File: src/sv/hsvapa_pkg.sv
package hsvapa_pkg;

  // Frame layout
  localparam int FRAME_BYTES = 10;
  localparam int BYTE_CNT_W  = 4;
  localparam logic [BYTE_CNT_W-1:0] BYTE_GLOBAL = BYTE_CNT_W'(5);
  localparam logic [BYTE_CNT_W-1:0] BYTE_BLUE   = BYTE_CNT_W'(6);
  localparam logic [BYTE_CNT_W-1:0] BYTE_GREEN  = BYTE_CNT_W'(7);
  localparam logic [BYTE_CNT_W-1:0] BYTE_RED    = BYTE_CNT_W'(8);
  localparam logic [BYTE_CNT_W-1:0] BYTE_END    = BYTE_CNT_W'(FRAME_BYTES - 1);

  localparam logic [7:0] START_MARK  = 8'h00;
  localparam logic [7:0] GLOBAL_MARK = 8'hE0;
  localparam logic [7:0] END_MARK    = 8'hFF;
  localparam logic [7:0] CHAN_MAX    = 8'hFF;

  // Command codes
  localparam logic CMD_RGB = 1'b0;
  localparam logic CMD_HSV = 1'b1;

  // Configuration register indexes
  localparam int CFG_IDX_W = 2;
  localparam logic [CFG_IDX_W-1:0] REG_RED_GAIN   = 2'd0;
  localparam logic [CFG_IDX_W-1:0] REG_GREEN_GAIN = 2'd1;
  localparam logic [CFG_IDX_W-1:0] REG_BLUE_GAIN  = 2'd2;

  localparam logic [8:0] RED_GAIN_RST   = 9'd85;
  localparam logic [8:0] GREEN_GAIN_RST = 9'd64;
  localparam logic [8:0] BLUE_GAIN_RST  = 9'd256;

  // Hue arithmetic: floor(2^24/360) and ceil(2^16/60) reciprocals.
  localparam logic [31:0] HUE_RECIP     = 32'd46603;
  localparam logic [16:0] HUE_WRAP      = 17'd360;
  localparam logic [19:0] SECTOR_RECIP  = 20'd1093;
  localparam logic [8:0]  SECTOR_SPAN   = 9'd60;
  localparam logic [8:0]  UNIT          = 9'd256;

  // Queue between front and back
  localparam int QUEUE_DEPTH = 4;
  localparam int QPTR_W      = 2;
  localparam int QCNT_W      = 3;

  typedef struct packed {
    logic        cmd;
    logic [7:0]  red_in;
    logic [7:0]  green_in;
    logic [7:0]  blue_in;
    logic [15:0] hue;
    logic [7:0]  saturation;
    logic [7:0]  brightness;
  } in_item_t;

  typedef struct packed {
    logic [7:0] frame_byte;
    logic       last_byte;
    logic       regulator_on;
  } out_item_t;

  typedef struct packed {
    logic [7:0] red;
    logic [7:0] green;
    logic [7:0] blue;
    logic [7:0] brightness;
  } color_t;

  typedef struct packed {
    logic [8:0] red_gain;
    logic [8:0] green_gain;
    logic [8:0] blue_gain;
  } gains_t;

  function automatic logic [7:0] clamp_chan(input logic [8:0] v);
    return v[8] ? CHAN_MAX : v[7:0];
  endfunction

  function automatic logic [7:0] scale_chan(input logic [7:0] chan, input logic [8:0] gain);
    logic [16:0] prod;
    prod = 17'(chan) * 17'(gain);
    return clamp_chan(prod[16:8]);
  endfunction

endpackage

File: src/sv/hsv_to_apa102_frame.sv
// An accepted command passes the front pipeline, the queue, the back byte
// counter and the output register; its frame bytes then follow back to back.
// Commands are taken while busy is low, and frames leave the byte emitter back to back; up to four
// commands can be queued, and busy rises when the queue credit is used up.
// Reset (rst_n low, synchronous) empties the pipeline and queue and loads
// the gain registers with 85, 64 and 256. The receiver cannot stall.
module hsv_to_apa102_frame (
  input  logic                                 clk,
  input  logic                                 rst_n,
  input  logic                                 start,
  output logic                                 busy,
  input  hsvapa_pkg::in_item_t                 in_data,
  output logic                                 out_valid,
  output hsvapa_pkg::out_item_t                out_data,
  input  logic                                 cfg_valid,
  output logic                                 cfg_ready,
  input  logic [hsvapa_pkg::CFG_IDX_W-1:0]     cfg_index,
  input  logic [8:0]                           cfg_data
);

  hsvapa_pkg::gains_t                 gains_r;
  logic [hsvapa_pkg::QCNT_W-1:0]      inflight_r;
  logic                               accept;
  logic                               q_push, q_pop, q_empty;
  hsvapa_pkg::color_t                 q_push_data, q_head;
  logic [hsvapa_pkg::QCNT_W-1:0]      q_count;

  assign cfg_ready = 1'b1;
  // Credit covers both the front pipeline and the queue.
  assign busy   = (inflight_r == hsvapa_pkg::QCNT_W'(hsvapa_pkg::QUEUE_DEPTH));
  assign accept = start && !busy;

  always_ff @(posedge clk) begin
    if (!rst_n) begin
      inflight_r <= '0;
    end else if (accept && !q_pop) begin
      inflight_r <= inflight_r + 1'b1;
    end else if (q_pop && !accept) begin
      inflight_r <= inflight_r - 1'b1;
    end
  end

  always_ff @(posedge clk) begin
    if (!rst_n) begin
      gains_r.red_gain   <= hsvapa_pkg::RED_GAIN_RST;
      gains_r.green_gain <= hsvapa_pkg::GREEN_GAIN_RST;
      gains_r.blue_gain  <= hsvapa_pkg::BLUE_GAIN_RST;
    end else if (cfg_valid && cfg_ready) begin
      case (cfg_index)
        hsvapa_pkg::REG_RED_GAIN:   gains_r.red_gain   <= cfg_data;
        hsvapa_pkg::REG_GREEN_GAIN: gains_r.green_gain <= cfg_data;
        hsvapa_pkg::REG_BLUE_GAIN:  gains_r.blue_gain  <= cfg_data;
        default: ;
      endcase
    end
  end

  hsvapa_front u_front (
    .clk       (clk),
    .rst_n     (rst_n),
    .accept    (accept),
    .in_data   (in_data),
    .push      (q_push),
    .push_data (q_push_data)
  );

  hsvapa_queue u_queue (
    .clk       (clk),
    .rst_n     (rst_n),
    .push      (q_push),
    .push_data (q_push_data),
    .pop       (q_pop),
    .head      (q_head),
    .empty     (q_empty),
    .count     (q_count)
  );

  hsvapa_back u_back (
    .clk       (clk),
    .rst_n     (rst_n),
    .gains     (gains_r),
    .q_empty   (q_empty),
    .q_head    (q_head),
    .pop       (q_pop),
    .out_valid (out_valid),
    .out_data  (out_data)
  );

`ifndef NO_ASSERTIONS
  a_credit_bound: assert property (@(posedge clk) disable iff (!rst_n)
    inflight_r <= hsvapa_pkg::QCNT_W'(hsvapa_pkg::QUEUE_DEPTH))
    else $error("in-flight count exceeds queue depth");

  a_no_overflow: assert property (@(posedge clk) disable iff (!rst_n)
    q_push && !q_pop |-> q_count < hsvapa_pkg::QCNT_W'(hsvapa_pkg::QUEUE_DEPTH))
    else $error("push into a full queue");

  a_queue_in_credit: assert property (@(posedge clk) disable iff (!rst_n)
    q_count <= inflight_r)
    else $error("queue holds more than the issued credit");

  a_end_byte: assert property (@(posedge clk) disable iff (!rst_n)
    out_valid && out_data.last_byte |-> out_data.frame_byte == hsvapa_pkg::END_MARK)
    else $error("last beat is not the end byte");
`endif

endmodule

File: src/sv/hsvapa_front.sv
module hsvapa_front (
  input  logic                 clk,
  input  logic                 rst_n,
  input  logic                 accept,
  input  hsvapa_pkg::in_item_t in_data,
  output logic                 push,
  output hsvapa_pkg::color_t   push_data
);

  logic                 s1_valid_r, s2_valid_r, s3_valid_r;
  hsvapa_pkg::in_item_t s1_item_r, s2_item_r, s3_item_r;
  logic [7:0]           s1_quo_r;
  logic [8:0]           s2_hue_r;
  logic [2:0]           s3_sector_r;
  logic [7:0]           s3_frac_r;

  logic [31:0] hue_prod;
  logic [7:0]  quo_nxt;
  logic [16:0] wrap_diff;
  logic [8:0]  hue_nxt;
  logic [19:0] sector_prod;
  logic [2:0]  sector_nxt;
  logic [8:0]  frac_rem;
  logic [7:0]  frac_nxt;
  logic [15:0] sf_prod;
  logic [8:0]  sf, p_val, q_val, t_val;
  logic [8:0]  r_hsv, g_hsv, b_hsv;

  // Stage 1: estimated quotient of hue by 360 (may be one low).
  always_comb begin
    hue_prod = 32'(in_data.hue) * hsvapa_pkg::HUE_RECIP;
    quo_nxt  = hue_prod[31:24];
  end

  // Stage 2: remainder with a single correction step.
  always_comb begin
    wrap_diff = 17'(s1_item_r.hue) - 17'(s1_quo_r) * hsvapa_pkg::HUE_WRAP;
    if (wrap_diff >= hsvapa_pkg::HUE_WRAP) begin
      wrap_diff = wrap_diff - hsvapa_pkg::HUE_WRAP;
    end
    hue_nxt = wrap_diff[8:0];
  end

  // Stage 3: sector and fraction scaled to the 256 unit.
  always_comb begin
    sector_prod = 20'(s2_hue_r) * hsvapa_pkg::SECTOR_RECIP;
    sector_nxt  = sector_prod[18:16];
    frac_rem    = s2_hue_r - 9'(sector_nxt) * hsvapa_pkg::SECTOR_SPAN;
    frac_nxt    = {frac_rem[5:0], 2'b00};
  end

  // Stage 4: six-sector mix, then into the queue.
  always_comb begin
    sf_prod = 16'(s3_item_r.saturation) * 16'(s3_frac_r);
    sf      = 9'(sf_prod[15:8]);
    p_val   = hsvapa_pkg::UNIT - 9'(s3_item_r.saturation);
    q_val   = hsvapa_pkg::UNIT - sf;
    t_val   = p_val + sf;
    case (s3_sector_r)
      3'd0: begin
        r_hsv = 9'(hsvapa_pkg::CHAN_MAX); g_hsv = t_val; b_hsv = p_val;
      end
      3'd1: begin
        r_hsv = q_val; g_hsv = 9'(hsvapa_pkg::CHAN_MAX); b_hsv = p_val;
      end
      3'd2: begin
        r_hsv = p_val; g_hsv = 9'(hsvapa_pkg::CHAN_MAX); b_hsv = t_val;
      end
      3'd3: begin
        r_hsv = p_val; g_hsv = q_val; b_hsv = 9'(hsvapa_pkg::CHAN_MAX);
      end
      3'd4: begin
        r_hsv = t_val; g_hsv = p_val; b_hsv = 9'(hsvapa_pkg::CHAN_MAX);
      end
      default: begin
        r_hsv = 9'(hsvapa_pkg::CHAN_MAX); g_hsv = p_val; b_hsv = q_val;
      end
    endcase
    push                 = s3_valid_r;
    push_data.brightness = s3_item_r.brightness;
    if (s3_item_r.cmd == hsvapa_pkg::CMD_HSV) begin
      push_data.red   = hsvapa_pkg::clamp_chan(r_hsv);
      push_data.green = hsvapa_pkg::clamp_chan(g_hsv);
      push_data.blue  = hsvapa_pkg::clamp_chan(b_hsv);
    end else begin
      push_data.red   = s3_item_r.red_in;
      push_data.green = s3_item_r.green_in;
      push_data.blue  = s3_item_r.blue_in;
    end
  end

  always_ff @(posedge clk) begin
    if (!rst_n) begin
      s1_valid_r <= 1'b0;
      s2_valid_r <= 1'b0;
      s3_valid_r <= 1'b0;
    end else begin
      s1_valid_r <= accept;
      s2_valid_r <= s1_valid_r;
      s3_valid_r <= s2_valid_r;
    end
  end

  always_ff @(posedge clk) begin
    s1_item_r   <= in_data;
    s1_quo_r    <= quo_nxt;
    s2_item_r   <= s1_item_r;
    s2_hue_r    <= hue_nxt;
    s3_item_r   <= s2_item_r;
    s3_sector_r <= sector_nxt;
    s3_frac_r   <= frac_nxt;
  end

endmodule

File: src/sv/hsvapa_queue.sv
module hsvapa_queue (
  input  logic                                clk,
  input  logic                                rst_n,
  input  logic                                push,
  input  hsvapa_pkg::color_t                  push_data,
  input  logic                                pop,
  output hsvapa_pkg::color_t                  head,
  output logic                                empty,
  output logic [hsvapa_pkg::QCNT_W-1:0]       count
);

  hsvapa_pkg::color_t                mem_r [hsvapa_pkg::QUEUE_DEPTH];
  logic [hsvapa_pkg::QPTR_W-1:0]     wr_ptr_r, rd_ptr_r;
  logic [hsvapa_pkg::QCNT_W-1:0]     count_r;

  assign head  = mem_r[rd_ptr_r];
  assign empty = (count_r == '0);
  assign count = count_r;

  always_ff @(posedge clk) begin
    if (!rst_n) begin
      wr_ptr_r <= '0;
      rd_ptr_r <= '0;
      count_r  <= '0;
    end else begin
      if (push) begin
        wr_ptr_r <= wr_ptr_r + 1'b1;
      end
      if (pop) begin
        rd_ptr_r <= rd_ptr_r + 1'b1;
      end
      if (push && !pop) begin
        count_r <= count_r + 1'b1;
      end else if (pop && !push) begin
        count_r <= count_r - 1'b1;
      end
    end
  end

  always_ff @(posedge clk) begin
    if (push) begin
      mem_r[wr_ptr_r] <= push_data;
    end
  end

endmodule

File: src/sv/hsvapa_back.sv
module hsvapa_back (
  input  logic                  clk,
  input  logic                  rst_n,
  input  hsvapa_pkg::gains_t    gains,
  input  logic                  q_empty,
  input  hsvapa_pkg::color_t    q_head,
  output logic                  pop,
  output logic                  out_valid,
  output hsvapa_pkg::out_item_t out_data
);

  logic                                 active_r, active_nxt;
  logic [hsvapa_pkg::BYTE_CNT_W-1:0]    cnt_r, cnt_nxt;
  hsvapa_pkg::color_t                   cur_r;
  logic [7:0]                           red_s_r, green_s_r, blue_s_r;
  logic                                 out_valid_r;
  hsvapa_pkg::out_item_t                out_data_r, out_data_nxt;

  // A new color is taken when idle, or as the previous frame reaches its end byte.
  assign pop = !q_empty && (!active_r || cnt_r == hsvapa_pkg::BYTE_END);

  always_comb begin
    active_nxt = active_r;
    cnt_nxt    = cnt_r;
    if (pop) begin
      active_nxt = 1'b1;
      cnt_nxt    = '0;
    end else if (active_r && cnt_r == hsvapa_pkg::BYTE_END) begin
      active_nxt = 1'b0;
    end else if (active_r) begin
      cnt_nxt = cnt_r + 1'b1;
    end
  end

  always_comb begin
    out_data_nxt.regulator_on = (cur_r.brightness != 8'd0);
    out_data_nxt.last_byte    = (cnt_r == hsvapa_pkg::BYTE_END);
    case (cnt_r)
      hsvapa_pkg::BYTE_GLOBAL:
        out_data_nxt.frame_byte = hsvapa_pkg::GLOBAL_MARK | {3'b000, cur_r.brightness[7:3]};
      hsvapa_pkg::BYTE_BLUE:  out_data_nxt.frame_byte = blue_s_r;
      hsvapa_pkg::BYTE_GREEN: out_data_nxt.frame_byte = green_s_r;
      hsvapa_pkg::BYTE_RED:   out_data_nxt.frame_byte = red_s_r;
      hsvapa_pkg::BYTE_END:   out_data_nxt.frame_byte = hsvapa_pkg::END_MARK;
      default:                out_data_nxt.frame_byte = hsvapa_pkg::START_MARK;
    endcase
  end

  always_ff @(posedge clk) begin
    if (!rst_n) begin
      active_r    <= 1'b0;
      cnt_r       <= '0;
      out_valid_r <= 1'b0;
    end else begin
      active_r    <= active_nxt;
      cnt_r       <= cnt_nxt;
      out_valid_r <= active_r;
    end
  end

  // Scaled channels settle during the start bytes, well before use.
  always_ff @(posedge clk) begin
    if (pop) begin
      cur_r <= q_head;
    end
    red_s_r    <= hsvapa_pkg::scale_chan(cur_r.red, gains.red_gain);
    green_s_r  <= hsvapa_pkg::scale_chan(cur_r.green, gains.green_gain);
    blue_s_r   <= hsvapa_pkg::scale_chan(cur_r.blue, gains.blue_gain);
    out_data_r <= out_data_nxt;
  end

  assign out_valid = out_valid_r;
  assign out_data  = out_data_r;

endmodule

File: config.mk
export PLATFORM = sky130hd
export DESIGN_NAME = hsv_to_apa102_frame
export DESIGN_NICKNAME = d
export VERILOG_FILES = /design/src/sv/hsvapa_pkg.sv /design/src/sv/hsv_to_apa102_frame.sv /design/src/sv/hsvapa_front.sv /design/src/sv/hsvapa_queue.sv /design/src/sv/hsvapa_back.sv
export SDC_FILE = /design/constraint.sdc
export NUM_CORES = 1
export LEC_CHECK = 0
export ABC_AREA = 1
export BUFFER_PORTS_ARGS = -buffer_cell sky130_fd_sc_hd__buf_2
export CAP_MARGIN = 20
export CORE_UTILIZATION = 45
export DETAILED_ROUTE_END_ITERATION = 10
export GPL_TIMING_DRIVEN = 0
export PLACE_DENSITY = 0.65
export SYNTH_ARGS = -nofsm -noshare
export SYNTH_HDL_FRONTEND = slang
export SYNTH_SLANG_ARGS = --single-unit
File: constraint.sdc
create_clock -name clk -period 4.7 [get_ports clk]
set_input_delay 0.705 -clock clk [delete_from_list [all_inputs] [get_ports clk]]
set_output_delay 0.705 -clock clk [all_outputs]
set_load 0.1 [all_outputs]
# [After elaboration in Yosys (flattened, before gate mapping)]
# Memory sizes are Yosys's and may differ from the RTL's. A register that Yosys moved wholly into a read port is not among the register bits.
# Cells that the tools add are included.
[word_totals] inputBits=72 ram_bits=128 regBits=245 out_inout_bits=13 n_memories=1 elab_cells=126
[memory_table] name="u_queue.mem_r" depth=4 word_bits=32 read_ports=1 rd_ports_with_merged_regs=1 wr=1 line_no="hsvapa_queue.sv:12" source="hsvapa_pkg::color_t mem_r [hsvapa_pkg::QUEUE_DEPTH];"
[classes] magnitude_cmp=1 mux=17 reduce_logical=30 addsub=13 n_eq_ne=12 n_mul=8 bitwise=2
[op_table] cell="$pmux W9 S3" n=3
[op_table] cell="$mul A8 B9 Y17" n=3
[op_table] cell="$pmux W8 S5" n=1
[op_table] cell="$mul A16 B16 Y32 const B" n=1
[op_table] cell="$mux W24" n=1
[op_table] cell="$mux W8" n=3
[op_table] cell="$mul A9 B11 Y19 const B" n=1
[op_table] cell="$sub A9 B8 Y9 const A" n=2
[op_table] cell="$ge A17 B9 Y1 const B" n=1
[op_table] cell="$sub A16 B17 Y17" n=1
[op_table] cell="$mul A8 B6 Y14" n=1
[op_table] cell="$mul A8 B6 Y14 const B" n=1
[op_table] cell="$eq A4 B3 Y1 const B" n=3
[op_table] cell="$mux W3" n=4
[op_table] cell="$reduce_or A2 Y1" n=5
[op_table] cell="$add A9 B8 Y9" n=1
[op_table] cell="$mux W9" n=1
[op_table] cell="$sub A9 B9 Y9 const B" n=1
[op_table] cell="$eq A4 B4 Y1 const B" n=2
[op_table] cell="$reduce_and A2 Y1" n=4
[op_table] cell="$reduce_bool A8 Y1" n=1
[op_table] cell="$logic_and A1 B1 Y1" n=7
[op_table] cell="$add A3 B1 Y3 const B" n=2
[op_table] cell="$eq A3 B2 Y1 const B" n=2
[op_table] cell="other kinds (16)" n=31

# [Depth between registers and ports, before layout]
[depth] word_depth=7 mapped_depth=32 depth_no_buf=31

# [By module]
# Synthesis repeated with hierarchy kept, for this count alone.
[unflattened] cells_unflattened=3367 hier_area_um2=29300.6
[by_module_without_submodules] module="hsvapa_front" seq_area_each_um2=3363.2 instances=1 cells_per_inst=1535 area_each_um2=13131.3
[by_module_without_submodules] module="hsvapa_back" seq_area_each_um2=1761.7 instances=1 cells_per_inst=1318 area_each_um2=9786.9
[by_module_without_submodules] module="hsvapa_queue" seq_area_each_um2=4023.9 instances=1 cells_per_inst=366 area_each_um2=5215.0
[by_module_without_submodules] module="hsv_to_apa102_frame" seq_area_each_um2=600.6 instances=1 cells_per_inst=148 area_each_um2=1167.4

# [Least setup slack after synthesis]
# OpenSTA, ideal clock, no wires.
[synth_timing] kind="register -> register" start="reg u_front.s3_frac_r[6]" end="mem u_queue.mem_r[0][15] (netlist bit) (data pin)" stages_incl_launch_ff=29 setup_slack_ns=-0.477 setup_ns=0.265 path_buffers=1 period_less_slack_ns=5.177 t_arrival_ns=4.912 t_required_ns=4.435 cell_sequence="dfxtp_1 > clkbuf_1 > nand2_1 > inv_1 > fa_1 > fa_1 > inv_1 > fa_1 > inv_1 > ha_1 > a21oi_1 > nor2_1 > nor2_1 > nand2_2 > nand2_1 > nand2_1 > nand2_1 > nand2_2 > ha_1 > a21oi_1 > nor2_1 > a211oi_1 > nand3b_4 > nand3_2 > nand3_4 > inv_2 > nand2_1 > nand2_1 > nand2_1"
[synth_lines] element="start: declaration" line_no="hsvapa_front.sv:15" source="logic [7:0] s3_frac_r;"
[synth_lines] element="start signal: assignment" line_no="hsvapa_front.sv:111" source="s3_frac_r <= frac_nxt;"
[synth_lines] element="end: declaration" line_no="hsvapa_queue.sv:12"

==> results.sh <==
export IMPL_status="finished with violations"
export IMPL_violations="negative setup slack"
export IMPL_r2r_cells=28
export IMPL_post_synth_and_or_nand_nor_area_fraction_pct=14.7
export IMPL_drv_cap=0
export IMPL_drt_iter0_markers=1178
export IMPL_tritoncts="yes"
export IMPL_layout_drive_gt1_share_pct=17.1
export IMPL_ys_types=63
export IMPL_final_cell_mix="598 x inv_1, 537 x nand2_1, 291 x ha_1"
export IMPL_endpoint_kind="register"
export IMPL_synth_edf_count=160
export IMPL_cp_required_ns=5.01
export IMPL_seq_area_frac_synth_pct=34.4
export IMPL_first_pass_iters=6
export IMPL_via_per_inst=4.97
export IMPL_synth_area_um2=28200
export IMPL_start_util_pct=45.6
export IMPL_met2_length_um=31800
export IMPL_postSynthNetCount=3739
export IMPL_pin_count=85
export IMPL_hold_path_cell_count=1
export IMPL_synth_top_cell_area_share_pct=17.4
export IMPL_path_max_fanout=8
export IMPL_post_place_ws_ns=-0.777
export IMPL_rsz0062_at_grt="true"
export IMPL_grt_first_pass_wirelength_um=105000
export IMPL_yosys_warnings=0
export IMPL_grt_antenna_before_repair=0
export IMPL_synth_compound_area_share_pct=7.66
export IMPL_fin_worst_skew_ns=0.0333
export IMPL_fp_dieArea_um2=63700
export IMPL_synth_area_mux_share_pct=0
export IMPL_fp_dieH_um=252
export IMPL_cts_clk_slew_worst_paths_ns=0.06
export IMPL_vias=20600
export IMPL_numCtsBuffers=43
export IMPL_cp_slowest_cell="fa_1"
export IMPL_final_common_cell="inv_1"
export IMPL_fin_crit_sh_pct=107
export IMPL_slew_headroom_pct=29.2
export IMPL_htree_levels=2
export IMPL_wire_per_inst_um=15.6
export IMPL_rows=91
export IMPL_drv_slew=0
export IMPL_synthCells=3104
export IMPL_postLayoutSetupSlackWorst_ns=-0.307
export IMPL_min_period_ns=5.01
export IMPL_grt_overflow_total=0
export IMPL_highest_layer="met4"
export IMPL_fp_dieW_um=252
export IMPL_grt_usage_pct=20.7
export IMPL_synth_fa_ha_area_share_pct=31.3
export IMPL_clock_latency_ns=0.60
export IMPL_ys_flop_type="dfxtp_1"
export IMPL_cts_buffer_depth=3
export IMPL_cpPeakStageDelay_ns=0.54
export IMPL_worstSetupPathType="reg2reg"
export IMPL_arrival_ns=5.32
export IMPL_io_buffers=83
export IMPL_dp_hpwl_um=48700
export IMPL_drcViolationCount=0
export IMPL_syn2layout_area_growth_pct=17.4
export IMPL_synthArstFlopShare_pct=0
export IMPL_gp_routability_congestion=0.948
export IMPL_worst_pin_slew_ns=1.05
export IMPL_hold_slack_ns=0.217
export IMPL_met3_length_um=2810
export IMPL_synth_top_area_cell="dfxtp_1"
export IMPL_synth_area_leaders="dfxtp_1 17%, edfxtp_1 17%, fa_1 17%"
export IMPL_fmax_mhz=200
export IMPL_synth_xor_area_share_pct=2.08
export IMPL_syn_area_per_cell_um2=9.08
export IMPL_min_delay_path_class="in2reg"
export IMPL_hold_viol_final=0
export IMPL_first_global_vias=20600
export IMPL_synth_top_family_by_area="adder cells"
export IMPL_postRouteAntennaNets=0
export IMPL_reg2reg_slack_ns=-0.31
export IMPL_start_kind="register"
export IMPL_n_antenna_cell=0
export IMPL_critPathMostFrequentCell="nand2_2"
export IMPL_wl_met1_um=28600
export IMPL_grt_max_degree=33
export IMPL_core_um2=61800
export IMPL_final_util_pct=53.5
export IMPL_root_buffer="clkbuf_16"
export IMPL_clock_sinks=405
export IMPL_ys_seq_elements=405
export IMPL_wl_um=64700
export IMPL_dp_cells=4025
export IMPL_fin_cells=4151
export IMPL_setup_viol=102
export IMPL_nets=3914
[kinds of logic after synthesis]
kind of cell,count (synthesis)
buf+inv,733
compound gates,376
flops,405
other cells,1
simple gates,959
fa+ha+maj,563
xor+xnor,67
[worst max-delay path: cells and delay by family, from the launching register on]
family / cells / cell delay (ns)
AO/OA/AOI/OAI: 3 / 0.49
adder cells (fa/ha/maj): 5 / 2.04
buffers and inverters: 7 / 0.68
flip-flops: 1 / 0.31
AND/OR/NAND/NOR: 13 / 1.25
[stage by stage]
stage	setup TNS, ns	area (um2)
6_report	-22.38	33100
4_1_cts	-8.13	32200
5_1_grt	-48.66	33100
2_1_floorplan	0	28400
3_3_place_gp	-66.80	29800
3_5_place_dp	-67.63	29900
[final cells by class]
class | count | area, um2
fill | 5517 | 28700
multi-input combinational | 1966 | 16900
sequential | 405 | 9790
inverter | 642 | 2430
clock buffer | 62 | 1280
timing repair buffer | 180 | 1230
tap | 837 | 1050
buffer | 41 | 208
clock inverter | 18 | 206
[cells in the mapped netlist, drive strengths merged, types with 7 or more instances]
cell,n
a21o,8
a21oi,124
a31oi,9
buf,10
clkbuf,81
dfxtp,245
edfxtp,160
fa,238
ha,325
inv,638
nand2,598
nand3,108
nand4,20
nor2,187
nor3,24
o21ai,141
o21bai,7
o22ai,43
or2,10
xnor2,25
xor2,42
[sequential cells by signal, summed over array words and instances (netlist names), 2 cells and up]
| register | count |
|---|---|
| u_back.cur_r | 32 |
| u_queue.wr_ptr_r | 2 |
| u_back.cnt_r | 4 |
| u_front.s3_frac_r | 6 |
| u_queue.mem_r | 128 |
| u_queue.rd_ptr_r | 2 |
| u_front.s3_item_r | 33 |
| u_front.s1_item_r | 57 |
| u_front.s3_sector_r | 3 |
| u_back.green_s_r | 8 |
| u_back.blue_s_r | 8 |
| u_back.red_s_r | 8 |
| u_front.s2_hue_r | 9 |
| u_back.out_data | 10 |
| u_front.push_data | 8 |
| u_front.s1_quo_r | 8 |
| gains_r | 27 |
| u_front.s2_item_r | 41 |
| u_queue.count | 3 |
| inflight_r | 3 |
[metal layers]
metal / GRT usage, % / vias up
met2: 36.0 / 453
met1: 27.0 / 9878
met5: 0 / -
met4: 5.70 / 0
li1: - / 10200
met3: 2.62 / 87
[timing repair]
| action | in CTS | in global routing |
|---|---|---|
| endpoints found under the hold margin | 0 | 0 |
| endpoints found under the setup margin | 125 | 132 |
| hold buffers | 0 | 0 |
| buffers inserted | 51 | 46 |
| resized for setup | 156 | 170 |
| pin swaps | 72 | 111 |
[path summary, 6_finish.rpt]
kind	startpoint	endpoint
min	in_data[44]	u_front.s1_item_r[44]
max	u_front.s3_frac_r[6]	u_queue.mem_r[2][26]
min reg2reg	u_front.s1_item_r[15]	u_front.s2_item_r[15]
max reg2reg	u_front.s3_frac_r[6]	u_queue.mem_r[2][26]
Power is left out: the tool's default activity adds up to more than one toggle a clock period on the data nets, which glitch-free logic cannot reach.
